--- src/hdl/ssa_pkg.sv ---
// Shared sizes, command codes and the queued operation type for the
// sparse sign sketch accumulator. No dependencies.
package ssa_pkg;

  // Problem sizes
  localparam int SKETCH_LEN  = 64;
  localparam int INPUT_MAX   = 1024;
  localparam int MAX_ZETA    = 8;
  localparam int OTHER_MAX   = 16;

  // Depth of the queue between front and back
  localparam int FIFO_DEPTH  = 2;

  // Fixed port widths
  localparam int CMD_W      = 2;
  localparam int IDX_IN_W   = 10;
  localparam int SLOT_IN_W  = 3;
  localparam int OC_IN_W    = 4;
  localparam int POS_IN_W   = 6;
  localparam int VAL_W      = 32;
  localparam int ACC_W      = 48;
  localparam int ZETA_IN_W  = 4;
  localparam int CFG_IDX_W  = 1;
  localparam int CFG_DATA_W = 4;

  // Derived widths and depths
  localparam int TGT_W     = (SKETCH_LEN > 1) ? $clog2(SKETCH_LEN) : 1;
  localparam int TBL_DEPTH = INPUT_MAX * MAX_ZETA;
  localparam int TBL_AW    = (TBL_DEPTH > 1) ? $clog2(TBL_DEPTH) : 1;
  localparam int TBL_W     = TGT_W + 1;
  localparam int ACC_DEPTH = SKETCH_LEN * OTHER_MAX;
  localparam int ACC_AW    = (ACC_DEPTH > 1) ? $clog2(ACC_DEPTH) : 1;
  localparam int ZETA_W    = $clog2(MAX_ZETA + 1);
  localparam int FIFO_PW   = (FIFO_DEPTH > 1) ? $clog2(FIFO_DEPTH) : 1;
  localparam int FIFO_CW   = $clog2(FIFO_DEPTH + 1);

  // Command codes
  localparam logic [CMD_W-1:0] CMD_LOAD  = 2'd0;
  localparam logic [CMD_W-1:0] CMD_ACC   = 2'd1;
  localparam logic [CMD_W-1:0] CMD_CLEAR = 2'd2;
  localparam logic [CMD_W-1:0] CMD_READ  = 2'd3;

  // Configuration register indexes (orientation register changes no storage)
  localparam logic [CFG_IDX_W-1:0] REG_ZETA = 1'd0;

  // Classified command as it travels through the queue
  typedef struct packed {
    logic [CMD_W-1:0]         cmd;
    logic                     ok;     // in range and has work to do
    logic [ZETA_W-1:0]        zeta;   // clamped slot count
    logic [IDX_IN_W-1:0]      idx;
    logic [SLOT_IN_W-1:0]     slot;
    logic [OC_IN_W-1:0]       oc;
    logic [POS_IN_W-1:0]      pos;
    logic                     neg;
    logic signed [VAL_W-1:0]  value;
  } op_t;

  function automatic logic [TBL_AW-1:0] tbl_addr(input logic [TBL_AW-1:0] i,
                                                 input logic [TBL_AW-1:0] s);
    tbl_addr = TBL_AW'(i * MAX_ZETA + s);
  endfunction

  function automatic logic [ACC_AW-1:0] acc_addr(input logic [ACC_AW-1:0] t,
                                                 input logic [ACC_AW-1:0] oc);
    acc_addr = ACC_AW'(t * OTHER_MAX + oc);
  endfunction

endpackage

--- src/hdl/ssa_front.sv ---
// Front end: accepts commands, holds the slot-count register and
// classifies each command into an op_t for the queue. Uses ssa_pkg.
module ssa_front import ssa_pkg::*; (
  input  logic                        clk,
  input  logic                        rst,
  input  logic                        start,
  input  logic [CMD_W-1:0]            cmd,
  input  logic [IDX_IN_W-1:0]         input_index,
  input  logic [SLOT_IN_W-1:0]        slot,
  input  logic [OC_IN_W-1:0]          other_coord,
  input  logic [POS_IN_W-1:0]         sketch_pos,
  input  logic                        negative,
  input  logic signed [VAL_W-1:0]     value,
  input  logic                        cfg_we,
  input  logic [CFG_IDX_W-1:0]        cfg_index,
  input  logic [CFG_DATA_W-1:0]       cfg_data,
  input  logic                        fifo_full,
  input  logic                        back_init,
  output logic                        busy,
  output logic                        push,
  output op_t                         op
);

  logic [ZETA_IN_W-1:0] zeta_reg;
  logic [ZETA_W-1:0]    zeta_clamped;
  logic                 idx_ok;
  logic                 slot_ok;
  logic                 oc_ok;
  logic                 pos_ok;

  always_ff @(posedge clk) begin
    if (rst) begin
      zeta_reg <= ZETA_IN_W'(1);
    end else if (cfg_we && cfg_index == REG_ZETA) begin
      zeta_reg <= cfg_data[ZETA_IN_W-1:0];
    end
  end

  assign zeta_clamped = (32'(zeta_reg) > MAX_ZETA) ? ZETA_W'(MAX_ZETA) : ZETA_W'(zeta_reg);

  assign idx_ok  = 32'(input_index) < INPUT_MAX;
  assign slot_ok = 32'(slot) < MAX_ZETA;
  assign oc_ok   = 32'(other_coord) < OTHER_MAX;
  assign pos_ok  = 32'(sketch_pos) < SKETCH_LEN;

  // Hold off while the queue is full or the accumulators are being wiped after reset
  assign busy = fifo_full | back_init;
  assign push = start & ~busy;

  always_comb begin
    op.cmd   = cmd;
    op.zeta  = zeta_clamped;
    op.idx   = input_index;
    op.slot  = slot;
    op.oc    = other_coord;
    op.pos   = sketch_pos;
    op.neg   = negative;
    op.value = value;
    case (cmd)
      CMD_LOAD:  op.ok = idx_ok & slot_ok & pos_ok;
      CMD_ACC:   op.ok = idx_ok & oc_ok & (zeta_clamped != '0);
      CMD_CLEAR: op.ok = 1'b1;
      CMD_READ:  op.ok = pos_ok & oc_ok;
      default:   op.ok = 1'b0;
    endcase
  end

endmodule

--- config.mk ---
export PLATFORM = sky130hd
export DESIGN_NAME = ssa_front
export DESIGN_NICKNAME = d
export VERILOG_FILES = /design/src/hdl/ssa_pkg.sv /design/src/hdl/ssa_front.sv
export SDC_FILE = /design/constraint.sdc
export NUM_CORES = 1
export LEC_CHECK = 0
export ABC_AREA = 1
export BUFFER_PORTS_ARGS = -buffer_cell sky130_fd_sc_hd__buf_2
export CAP_MARGIN = 25
export CORE_ASPECT_RATIO = 2
export CORE_MARGIN = 2
export CORE_UTILIZATION = 22
export DETAILED_ROUTE_END_ITERATION = 10
export PLACE_DENSITY = 0.73
export SYNTH_ARGS = -nofsm -noshare
export SYNTH_HDL_FRONTEND = slang
export SYNTH_SLANG_ARGS = --single-unit
--- constraint.sdc ---
create_clock -name clk -period 1 [get_ports clk]
set_clock_uncertainty 0.2 [all_clocks]
set_input_delay 0.3 -clock clk [delete_from_list [all_inputs] [get_ports clk]]
set_output_delay 0.3 -clock clk [all_outputs]
set_load 0.02 [all_outputs]
After elaboration in Yosys (flattened, before gate mapping)
Cells that the tools add are included.

Flip-flop bits (word level): 4.

Reductions and logical operators: 4. Eq/ne operators: 3. Bitwise operators: 4. Muxes and demuxes: 2. $lt $le $gt $ge: 1.

Operators with widths (count): == test 2 bit (second input constant) (2); > comparator 4 bit (second input constant) (1); two-way mux 4 bit (1); nonzero test 4 bit (1); OR reduction 3 bit (1); == test 2 x 1 -> 1 bit (second input constant) (1); logical NOT 2 bit (1); NOT 1 bit (2); one-hot mux 1 bit (2 select lines) (1); bitwise AND 1 bit (1); logical AND 1 bit (1); bitwise OR 1 bit (1).

Depth between registers and ports, before layout
Depth in word-level cells: 4. Mapped depth: 4. Gate-level depth less buffers: 4.

Worst setup path after synthesis
OpenSTA, ideal clock, no wires.

Kind: input-to-output. Start: input back_init. End: output push. Slack: -0.460 ns. Stages on the path: 2. Required time: 0.500 ns. Data arrival time: 0.960 ns. Cells stage by stage: or2_2 nor2_1.

Cells in the longest elaborated chain, start to end: 3.

Ends and longest elaborated chain: start: declaration (line ssa_front.sv:18) `input logic back_init,`; bitwise OR 1 bit (line ssa_front.sv:47) `assign busy = fifo_full | back_init;`; NOT 1 bit (line ssa_front.sv:48) `assign push = start & ~busy;`; bitwise AND 1 bit (line ssa_front.sv:48); end: declaration (line ssa_front.sv:20) `output logic push,`.

No other way between the ends.

==> qor.csv <==
metric;value;unit
outcome;finished with violations;
failing checks;negative setup slack;
Avg Cell Area, Syn;6.82;µm²
Syn Std Cell Area;662;µm²
sequential share of the synthesized area;0.121;
max FFs per register;4;
Post-layout nets;134;
Synth top area share;0.658;
XOR/XNOR Fraction of Synth Area;0;
final hold viol count;0;
period utilization;1.42;
maximum vdd ir drop;0.578;mV
CP Max Fanout;4;
EDFF count, synth;0;
FMAX;704;MHz
Post-route DRC;0;
H-tree levels;1;
WP data required;0.50;ns
Unique masters post-synth;12;
WL/cell;17.6;µm
largest net degree at the start of global routing;6;
die width;42.8;µm
min-delay src;cfg_data[0];
Synth area leaders;buf_4, dfxtp_1, nor2_1;
antenna violations before repair;0;
critical path class;flop to output port;
Tmin final;1.42;ns
Final Max Slew Viols;0;
hold crit path type;primary input to flop;
Detail Placement HPWL;1.46;mm
Leak;0.269;nW
RD Place Congestion;0.592;
Crit-path slowest cell;dfxtp_4;
Skew-Pair Late Insertion Delay;0.22;ns
Reg clk slew, reported paths;0.03;ns
sw frac;0.257;
Total Routed Length;1.65;mm
Die Ht;81.6;µm
Clock Power Share;0.490;
Clock Sinks;4;
Port Buf Inserts;21;
Synthesized Nets;166;
first-pass GRT wire length;2.28;mm
Post-synth top cells;buf_4, nor2_1, inv_1;
Total Routing Usage GR;0.0993;
post-route ant nets;0;
Max-slew headroom;0.896;
Net Switching;0.190;mW
Reg2Reg Setup Slack;0.18;ns
routed vias;405;
# Max-Cap Violations;0;
CP Buf/Inv Count;1;
worst-case reg-to-reg path depth;2;
Via-to-Cell Ratio;4.31;
core area;2910;µm²
reg2reg end;zeta_reg[3];
Fin Setup TNS;-2.51;ns
final setup margin;-0.420;ns
setup violators final;9;
die footprint;3490;µm²
yosys synthesis warning count;0;
vias in the first global route;435;
Top Ports;134;
clock buffer depth;2;
area leader, netlist;buf_4;
Seq cells post-synth;4;
Num CTS Buffers;3;
worst slew pin tran;0.155;ns
most frequent cell after synthesis;buf_4;
Simple-Gate Fraction of Synth Area;0.151;
Worst Setup Start Kind;flop;
r2r startpoint;zeta_reg[3];
Int Pwr;0.548;mW
Synth Instances;97;
Synth Area in Adders;0;
area delta synth->final;-16.3;%
post-place setup slack;-0.411;ns
mux cell area share after synthesis;0;
Comb pwr share;0.258;
hold slack final;0.121;ns
CP arrival;0.92;ns
Fill cells;335;
prevailing post-synth register cell;dfxtp_1;
Inserted Diodes;0;
power density over the cells;1330;nW/µm²
drt initial violations;2;
share of cells above drive strength 1;0.625;
CTS tree;done;
unrepaired setup endpoints after global routing;true;
# rows;28;
Remaining Overflow, GRT;0;
DR pass1 iterations;2;
Critical Path Sink Type;output port;
Max stage delay on crit path;0.36;ns
Post-Route Utilization;0.191;
Synth async-reset ratio;0;
cells along the critical path;nor2_2 -> nand4_1 -> buf_4;
cell family with most CP delay;flip-flops;
largest family of logic cells by synthesized area;buffers and inverters;
Root Buffer;clkbuf_8;
Starting Density;0.228;
hold depth;3;
register share of total power;0.252;
final cell count without fillers;94;
Hold EP;zeta_reg[0];
area fraction in compound gates after synthesis;0.00756;
placed cells;89;
CP Launch Point;zeta_reg[3];
==> power groups by stage <==
stage	sequential [mW]	combinational, mW	clock, mW
CTS	0.187	0.193	0.372
global route	0.189	0.204	0.391
floorplan	0.187	0.422	0
global placement	0.191	0.135	0
finish	0.186	0.190	0.362
detailed placement	0.192	0.137	0
==> area by class of cell <==
type                       instances  area [µm²]  share of cell area
multi-input combinational         24         140               0.253
inverter                          10        37.5              0.0677
clock buffer                       4        45.0              0.0813
sequential                         4        87.6               0.158
timing repair buffer              22         206               0.372
tap                               30        37.5              0.0677
==> kinds of logic after synthesis <==
family,Yosys count
buffers and inverters,69
DFF,4
and+or+nand+nor,23
AOI/OAI and AO/OA,1
==> layer usage <==
layer / vias to the layer above / GRT usage / wire length, µm
met5: - / 0 / 0
met4: 0 / 0.269 / 439
met3: 58 / 0.0857 / 440
met2: 35 / 0.106 / 539
met1: 149 / 0.0381 / 232
li1: 163 / - / -
==> what timing repair did <==
item	CTS	global route
pin swaps	2	0
resized for setup	23	0
buffers inserted	1	0
endpoints found under the setup margin	9	9
gates cloned	0	0
hold buffers	0	0
==> worst min-delay path, stage by stage <==
cell and delay, ns:
buf_2 0.08, nand3_1 0.06, nand3_1 0.07
==> cells in the final DEF, fill, tap and decap left out, types with 3 or more instances in the layout <==
master	synthesis	layout
nand3_1	5	5
nand2_1	3	3
buf_2	0	8
nor2_4	0	4
inv_1	9	6
inv_2	1	4
dfxtp_2	0	3
clkbuf_8	0	3
nor2_1	12	7
buf_6	0	11
==> worst max path at each step <==
| stage | endpoint | slack, ns | depth (start not counted) |
|---|---|---|---|
| after floorplan | push | -0.25 | 2 |
| after detailed placement | push | -0.41 | 4 |
| after global routing | op[60] | -0.46 | 3 |
| after global placement | push | -0.41 | 4 |
| after CTS | op[60] | -0.43 | 3 |
| final | op[60] | -0.42 | 3 |
==> per-stage QoR <==
step                total power [mW]  area (µm²)
CTS                            0.752         554
detailed placement             0.329         405
finish                         0.738         554
floorplan                      0.610         712
global placement               0.326         405
global route                   0.784         554
Power figures use the tool's default switching activity.
