===== src/hdl/ssa_pkg.sv =====
// Shared sizes, command codes and the queued operation type for the
// sparse sign sketch accumulator. No dependencies.
package ssa_pkg;

  // Problem sizes
  localparam int SKETCH_LEN  = 64;
  localparam int INPUT_MAX   = 1024;
  localparam int MAX_ZETA    = 8;
  localparam int OTHER_MAX   = 16;

  // Depth of the queue between front and back
  localparam int FIFO_DEPTH  = 2;

  // Fixed port widths
  localparam int CMD_W      = 2;
  localparam int IDX_IN_W   = 10;
  localparam int SLOT_IN_W  = 3;
  localparam int OC_IN_W    = 4;
  localparam int POS_IN_W   = 6;
  localparam int VAL_W      = 32;
  localparam int ACC_W      = 48;
  localparam int ZETA_IN_W  = 4;
  localparam int CFG_IDX_W  = 1;
  localparam int CFG_DATA_W = 4;

  // Derived widths and depths
  localparam int TGT_W     = (SKETCH_LEN > 1) ? $clog2(SKETCH_LEN) : 1;
  localparam int TBL_DEPTH = INPUT_MAX * MAX_ZETA;
  localparam int TBL_AW    = (TBL_DEPTH > 1) ? $clog2(TBL_DEPTH) : 1;
  localparam int TBL_W     = TGT_W + 1;
  localparam int ACC_DEPTH = SKETCH_LEN * OTHER_MAX;
  localparam int ACC_AW    = (ACC_DEPTH > 1) ? $clog2(ACC_DEPTH) : 1;
  localparam int ZETA_W    = $clog2(MAX_ZETA + 1);
  localparam int FIFO_PW   = (FIFO_DEPTH > 1) ? $clog2(FIFO_DEPTH) : 1;
  localparam int FIFO_CW   = $clog2(FIFO_DEPTH + 1);

  // Command codes
  localparam logic [CMD_W-1:0] CMD_LOAD  = 2'd0;
  localparam logic [CMD_W-1:0] CMD_ACC   = 2'd1;
  localparam logic [CMD_W-1:0] CMD_CLEAR = 2'd2;
  localparam logic [CMD_W-1:0] CMD_READ  = 2'd3;

  // Configuration register indexes (orientation register changes no storage)
  localparam logic [CFG_IDX_W-1:0] REG_ZETA = 1'd0;

  // Classified command as it travels through the queue
  typedef struct packed {
    logic [CMD_W-1:0]         cmd;
    logic                     ok;     // in range and has work to do
    logic [ZETA_W-1:0]        zeta;   // clamped slot count
    logic [IDX_IN_W-1:0]      idx;
    logic [SLOT_IN_W-1:0]     slot;
    logic [OC_IN_W-1:0]       oc;
    logic [POS_IN_W-1:0]      pos;
    logic                     neg;
    logic signed [VAL_W-1:0]  value;
  } op_t;

  function automatic logic [TBL_AW-1:0] tbl_addr(input logic [TBL_AW-1:0] i,
                                                 input logic [TBL_AW-1:0] s);
    tbl_addr = TBL_AW'(i * MAX_ZETA + s);
  endfunction

  function automatic logic [ACC_AW-1:0] acc_addr(input logic [ACC_AW-1:0] t,
                                                 input logic [ACC_AW-1:0] oc);
    acc_addr = ACC_AW'(t * OTHER_MAX + oc);
  endfunction

endpackage


===== src/hdl/ssa_fifo.sv =====
// Short queue of classified commands between front and back.
// Uses ssa_pkg.
module ssa_fifo import ssa_pkg::*; (
  input  logic clk,
  input  logic rst,
  input  logic push,
  input  op_t  push_op,
  input  logic pop,
  output op_t  head,
  output logic empty,
  output logic full
);

  op_t                 store [FIFO_DEPTH];
  logic [FIFO_PW-1:0]  wr_ptr;
  logic [FIFO_PW-1:0]  rd_ptr;
  logic [FIFO_CW-1:0]  count;
  logic                do_push;
  logic                do_pop;

  assign empty   = (count == '0);
  assign full    = (count == FIFO_CW'(FIFO_DEPTH));
  assign do_push = push & ~full;
  assign do_pop  = pop & ~empty;
  assign head    = store[rd_ptr];

  always_ff @(posedge clk) begin
    if (do_push) begin
      store[wr_ptr] <= push_op;
    end
  end

  always_ff @(posedge clk) begin
    if (rst) begin
      wr_ptr <= '0;
      rd_ptr <= '0;
      count  <= '0;
    end else begin
      if (do_push) begin
        wr_ptr <= (wr_ptr == FIFO_PW'(FIFO_DEPTH - 1)) ? '0 : wr_ptr + 1'b1;
      end
      if (do_pop) begin
        rd_ptr <= (rd_ptr == FIFO_PW'(FIFO_DEPTH - 1)) ? '0 : rd_ptr + 1'b1;
      end
      case ({do_push, do_pop})
        2'b10:   count <= count + 1'b1;
        2'b01:   count <= count - 1'b1;
        default: count <= count;
      endcase
    end
  end

endmodule


===== config.mk =====
export PLATFORM = sky130hd
export DESIGN_NAME = ssa_fifo
export DESIGN_NICKNAME = d
export VERILOG_FILES = /design/src/hdl/ssa_pkg.sv /design/src/hdl/ssa_fifo.sv
export SDC_FILE = /design/constraint.sdc
export NUM_CORES = 1
export LEC_CHECK = 0
export BUFFER_PORTS_ARGS = -buffer_cell sky130_fd_sc_hd__buf_2
export CORE_ASPECT_RATIO = 1.25
export CORE_MARGIN = 3
export CORE_UTILIZATION = 45
export CTS_BUF_LIST = sky130_fd_sc_hd__clkbuf_8
export CTS_CLUSTER_SIZE = 24
export DETAILED_ROUTE_END_ITERATION = 8
export PLACE_DENSITY = 0.7
export SYNTH_ARGS = -nofsm -noshare
export SYNTH_HDL_FRONTEND = slang
export SYNTH_SLANG_ARGS = --single-unit
export TNS_END_PERCENT = 1

===== constraint.sdc =====
create_clock -name clk -period 3.4 [get_ports clk]
set_input_delay 0.17 -clock clk [delete_from_list [all_inputs] [get_ports clk]]
set_output_delay 0.17 -clock clk [all_outputs]
set_load 0.05 [all_outputs]

After elaboration in Yosys (flattened, before gate mapping)
Memories as Yosys holds them, arrays and structs flattened. A register that Yosys moved wholly into a read port is not among the register bits.
Index checks and enable logic that the tools add are counted.
- register bits after elaboration: 4
- output and inout port bits: 65
- ROM bits: 0
- word-level logic and storage cells: 24
- bits in writable memories: 126
- memories kept: 1
- bits of input ports: 67
- bits in latches: 0
- $add $sub $neg: 4
- reductions and logical operators: 2
- eq/ne operators: 3
- shift-type cells: 0
- mux-type cells: 7
- divide/modulo/power cells: 0
- $lt $le $gt $ge: 0
- bitwise operators: 4
- $mul: 0
- memories (name ; words ; bits a word ; rd ports ; clocked after memory_dff ; write ports ; RTL line ; text):
    store ; 2 ; 63 ; 1 ; 1 ; 1 ; ssa_fifo.sv:14 ; op_t store [FIFO_DEPTH];
- operators with widths (kind ; count):
    two-way mux 1 bit ; 6
    equality test 2 bit (second input constant) ; 2
    case mux 2 bit (2 select lines) ; 1
    adder 1 bit (second input constant) ; 2
    adder 2 x 1 -> 2 bit (second input constant) ; 1
    AND 1 bit ; 2
    equality test 2 x 1 -> 1 bit (second input constant) ; 1
    logical NOT 2 bit ; 1
    inverter 1 bit ; 2
    nonzero test 2 bit ; 1
    subtractor 2 x 1 -> 2 bit (second input constant) ; 1

Depth between registers and ports, before layout
- depth after elaboration: 5
- gate-level depth with buffers: 6
- mapped depth without buffers: 6

Least setup slack after synthesis
OpenSTA, ideal clock, no wires.
- path type: flip-flop to flip-flop
- start point: register count[0]
- end point: memory store[0][0] in the netlist's numbering (enable)
- data required time: 2.983 ns
- setup time: 0.417 ns
- cell stages (with the launch flop): 5
- path slack: 0.736 ns
- period minus slack after synthesis: 2.664 ns
- arrival time: 2.246 ns
- path buffers: 0
- path through: dfxtp_1 -> nand2b_2 -> inv_2 -> or3_1 -> inv_1
- word-level cells in the longest chain between the ends: 5
- RTL lines (what ; RTL line ; text):
    start: declaration ; ssa_fifo.sv:17 ; logic [FIFO_CW-1:0] count;
    start signal: assignment ; ssa_fifo.sv:46 ; 2'b10: count <= count + 1'b1;
    start signal: assignment ; ssa_fifo.sv:47 ; 2'b01: count <= count - 1'b1;
    start signal: assignment ; ssa_fifo.sv:48 ; default: count <= count;
    equality test 2 bit ; ssa_fifo.sv:22 ; assign full = (count == FIFO_CW'(FIFO_DEPTH));
    via full ; ssa_fifo.sv:11 ; output logic full
    inverter 1 bit ; ssa_fifo.sv:23 ; assign do_push = push & ~full;
    AND 1 bit ; ssa_fifo.sv:23 ;
    two-way mux 1 bit ; ssa_fifo.sv:28 ; if (do_push) begin
    two-way mux 1 bit (implied by the code) ; ssa_fifo.sv:29 ; store[wr_ptr] <= push_op;
    end: declaration ; ssa_fifo.sv:14 ;
The timed path passes the listed nets, and every way through them passes these cells.

==> results <==
- Cells with a size suffix above 1 make up 51.2% of the layout.
- Setup total negative slack on the finished layout was measured at 0 ns.
- Clock-pin slew was measured on the worst setup and hold paths at 0.07 ns.
- Sorting the synthesized cells by area gives the leading types as sky130_fd_sc_hd__edfxtp_1 (80%), sky130_fd_sc_hd__mux2_2 (15%), sky130_fd_sc_hd__dfxtp_1 (2.1%), sky130_fd_sc_hd__buf_2 (0.74%), sky130_fd_sc_hd__xnor2_1 (0.37%).
- The Yosys step of the flow raised 0 warnings.
- The pin count of the biggest net entering global routing is 64.
- The kind of critical path is reg -> out.
- The net count of the mapped netlist is 290.
- The remaining global-route overflow is 0.
- The final critical-path required period is 2.23 ns.
- The reported net switching power is 2050 uW.
- The number of buffers added to fix hold violations after cts is 64.
- The power per cell area is 807 mW/mm2.
- The layout-stage area growth over the synthesis result is 38.6%.
- The proportion of synthesized chip area in sequential cells is 81.7%.
- At the end of routability-driven placement, the weighted congestion stood at 0.673.
- The clock network accounts for 22.1% of the total power.
- Net switching is 38.7% of the power.
- The wire length of the first global-routing pass is 14.1 mm.
- The path depth of the worst reg2reg path is 5.
- Gates resized during post-CTS repair numbered 0.
- The worst setup path is captured at a primary output.
- The kind of launch point of the worst setup path is a flip-flop.
- The area taken by flip-flops and latches is 0.00388 mm2.
- The wire-length estimate of the detail-placed layout is 5.39 mm.
- The number of antenna violations at the first check in global routing is 0.
- The filler cell count in the final layout is 737.
- The final number of max-transition violations was 0.
- The TritonCTS clock tree is yes.
- Across the routed clock network, the largest skew measured is 0.00572 ns.
- Across the VDD grid, the largest voltage drop is 0.580 mV.
- The achievable clock frequency is 448 MHz.
- Of the available clock period, the critical path in the final layout requires 65.6%.
- The number of global-route vias before repair is 2,908.
- The mapped netlist covers 0.00475 mm2.
- The path with the worst hold slack has its endpoint at wr_ptr.
- The beginning of the worst register-to-register path is count[0].
- The root buffer cell chosen for the clock tree is sky130_fd_sc_hd__clkbuf_8.
- The type of the tightest min-delay check is in -> reg.
- The signal on the critical path passes through buf_4, mux2_2, buf_2.
- The mean instance size in the synthesized netlist is 21.4 um2.
- Internal power comes to 3260 uW.
- The number of antenna diodes in the final layout is 0.
- Setup repair after global routing left no endpoint under its margin.
- The share of Yosys cell area claimed by the top area cell type is 79.6%.
- Buffers inserted during clock tree synthesis total 17.
- Headroom to the max-slew limit came out at 44.5%.
- In this run, synthesis produced a sequential element count of 131.
- The register-to-register setup slack is 1.35 ns.
- The slowest stage of the critical path belongs to the cell sky130_fd_sc_hd__buf_4.
- In this run, flip-flops and latches consume 39.5% of the power.
- The data arrival time of the critical path is 2.06 ns.
- The die is 97.9 um wide.
- The unique cell type count in the Yosys netlist is 17.
- The cell type with the highest aggregate area in the netlist is sky130_fd_sc_hd__edfxtp_1.
- The start point of the worst min-delay path is push.
- The reported max-cap violation count is 0.
- Using the TritonRoute via totals, the vias-per-cell ratio works out to 4.68.
- The number of setup buffers added after CTS is 0.
- Once detail routing completed, the nets flagged for antenna violations numbered 0.
- The CTS sink count is 131.
- The cell family contributing the most delay on the critical path is buffers and inverters.
- The H-tree generated during clock tree synthesis spans 4 levels.
- The transition time of the tightest slew-check pin is 0.833 ns.
- The placeable core area is 0.0102 mm2.
- The floorplan step defined a die boundary enclosing 0.0118 mm2.
- The largest incremental delay on the critical path is 0.65 ns.
- Global routing consumed, over all layers together, 15.8% of the routing resources.
- During placement, the flow inserted port buffers numbering 131.
- The vertical die dimension is 121 um.
- The number of I/O pins is 132.
- After floorplanning, the core was divided into 41 placement rows.
- The final hold slack is 0.163 ns.
- The post-layout net count is 500.
- At the later pin of the worst-skew pair, clock insertion delay measures 0.42 ns.
- Per report_power, the combinational group accounts for 38.4% of the total.
- The starting DRC count in detailed routing is 75.
- The via count of the routed design is 2,685.
- The cell depth of the worst min-delay path is 4.
- The flow ran to the end, and the final reports show no timing, DRC or antenna violations.
- In the final layout, the multi-input gates occupy 823 um2.
- For the worst setup path, the data required time is 3.23 ns.
- The end of the worst register-to-register path is store[0][18].
- The number of buffer and inverter instances along the worst setup path is 2.
- The setup violation total in the final timing report is 0.
- In this run the static leakage power is 0.00251 uW.
- The number of failing hold endpoints at the final stage was 0.
- After detailed routing, the average wire length per cell comes to 15.7 um.
- The clock passes through at most 2 buffers.
- Synthesis handed over a netlist of 222 instances.
- After detailed routing, the number of remaining DRC violations is 0.
- The detailed-routing iteration count for the pre-antenna-repair pass is 4.
- The starting utilization of the core area is 46.5%.
- Summed over all layers, the routed wires come to 9.02 mm.
- In this run the worst path has a maximum fanout of 63.
-- worst max path at each step --
| stage | from | to | slack, ns | depth (start not counted) |
|---|---|---|---|---|
| 6_report | flip-flop | head[34] | 1.17 | 3 |
| 5_1_grt | flip-flop | head[41] | 1.03 | 3 |
| 4_1_cts | flip-flop | head[23] | 1.12 | 3 |
| 3_5_place_dp | count[0] | store[0][53] | 1.33 | 5 |
| 3_3_place_gp | count[0] | store[0][22] | 1.38 | 5 |
| 2_1_floorplan | count[0] | store[0][0] | 0.74 | 4 |
-- placed cells by master (no fill, tap or decap) --
cell,count
sky130_fd_sc_hd__clkinv_2,4
sky130_fd_sc_hd__or3_1,2
sky130_fd_sc_hd__inv_1,4
sky130_fd_sc_hd__nand2b_2,1
sky130_fd_sc_hd__a21oi_1,2
sky130_fd_sc_hd__mux2_2,63
sky130_fd_sc_hd__bufinv_16,2
sky130_fd_sc_hd__inv_2,2
sky130_fd_sc_hd__clkinvlp_4,2
sky130_fd_sc_hd__dlygate4sd3_1,64
sky130_fd_sc_hd__buf_4,1
sky130_fd_sc_hd__o21ai_0,2
sky130_fd_sc_hd__nand2_1,1
sky130_fd_sc_hd__dfxtp_2,1
sky130_fd_sc_hd__edfxtp_1,126
sky130_fd_sc_hd__ha_1,1
sky130_fd_sc_hd__clkbuf_8,17
sky130_fd_sc_hd__o21a_1,1
sky130_fd_sc_hd__buf_12,2
sky130_fd_sc_hd__and3_2,1
sky130_fd_sc_hd__xor2_1,1
sky130_fd_sc_hd__dfxtp_1,4
sky130_fd_sc_hd__clkinv_1,3
sky130_fd_sc_hd__buf_2,131
sky130_fd_sc_hd__nor2_1,4
sky130_fd_sc_hd__xnor2_1,2
sky130_fd_sc_hd__clkinv_4,1
-- kinds of logic (layout without fill, tap and decap cells) --
family          after synthesis  in the layout  synth area share [%]
xor+xnor                      3              3                 0.553
buf+inv                      10            233                 0.974
fa+ha+maj                     1              1                 0.263
simple gates                  9              9                 0.974
flops                       131            131                  81.7
compound gates                5              5                 0.579
mux                          63             63                  14.9
-- Yosys cell counts --
| cell | number |
|---|---|
| sky130_fd_sc_hd__a21oi_1 | 2 |
| sky130_fd_sc_hd__and3_1 | 1 |
| sky130_fd_sc_hd__buf_2 | 7 |
| sky130_fd_sc_hd__dfxtp_1 | 5 |
| sky130_fd_sc_hd__edfxtp_1 | 126 |
| sky130_fd_sc_hd__ha_1 | 1 |
| sky130_fd_sc_hd__inv_1 | 2 |
| sky130_fd_sc_hd__inv_2 | 1 |
| sky130_fd_sc_hd__mux2_2 | 63 |
| sky130_fd_sc_hd__nand2_1 | 1 |
| sky130_fd_sc_hd__nand2b_2 | 1 |
| sky130_fd_sc_hd__nor2_1 | 4 |
| sky130_fd_sc_hd__o21a_1 | 1 |
| sky130_fd_sc_hd__o21ai_0 | 2 |
| sky130_fd_sc_hd__or3_1 | 2 |
| sky130_fd_sc_hd__xnor2_1 | 2 |
| sky130_fd_sc_hd__xor2_1 | 1 |
-- area by class of cell --
| class | instances | area share, % |
|---|---|---|
| Sequential cell | 131 | 59.0 |
| Timing Repair Buffer | 198 | 20.4 |
| Multi-Input combinational cell | 81 | 12.5 |
| Clock buffer | 17 | 3.55 |
| Tap cell | 129 | 2.45 |
| Clock inverter | 15 | 1.92 |
| Inverter | 3 | 0.171 |
-- tightest hold or removal path, delay by kind of cell --
family	cells	cell delay [ns]
AO/OA/AOI/OAI	1	0.06
buffers and inverters	2	0.17
AND/OR/NAND/NOR	1	0.13
-- power groups by stage --
stage | Combinational, uW | Clock [uW] | Sequential, uW
2_1_floorplan | 1590 | 0 | 2120
3_3_place_gp | 2000 | 0 | 2120
3_5_place_dp | 2000 | 0 | 2130
4_1_cts | 2070 | 1210 | 2100
5_1_grt | 2140 | 1290 | 2120
6_report | 2040 | 1180 | 2100
-- sequential cells by signal, summed over array words and instances, names as in the netlist, named ones only --
signal	count
store	126
count	2
rd_ptr	1
wr_ptr	1
-- per-layer routing --
metal	wire [um]	track usage (%)	part of all wire, %
met2	4780	27.3	53
met3	604	5.29	6.7
met1	3440	17.4	38
met4	191	7.88	2.1
met5	0	0	0
-- stage by stage --
step | instance area, um2 | util, % | total power, uW | setup slack (ns) | cells
final | 6590 | 64.5 | 5320 | 1.17 | 574
after global routing | 6590 | 64.5 | 5550 | 1.03 | 574
after CTS | 6590 | 64.5 | 5380 | 1.12 | 574
after detailed placement | 5580 | 54.7 | 4140 | 1.33 | 478
after global placement | 5580 | 54.7 | 4110 | 1.38 | 478
after floorplan | 4750 | - | 3710 | 0.736 | 222
No activity file was read; power rests on OpenSTA's default activity.
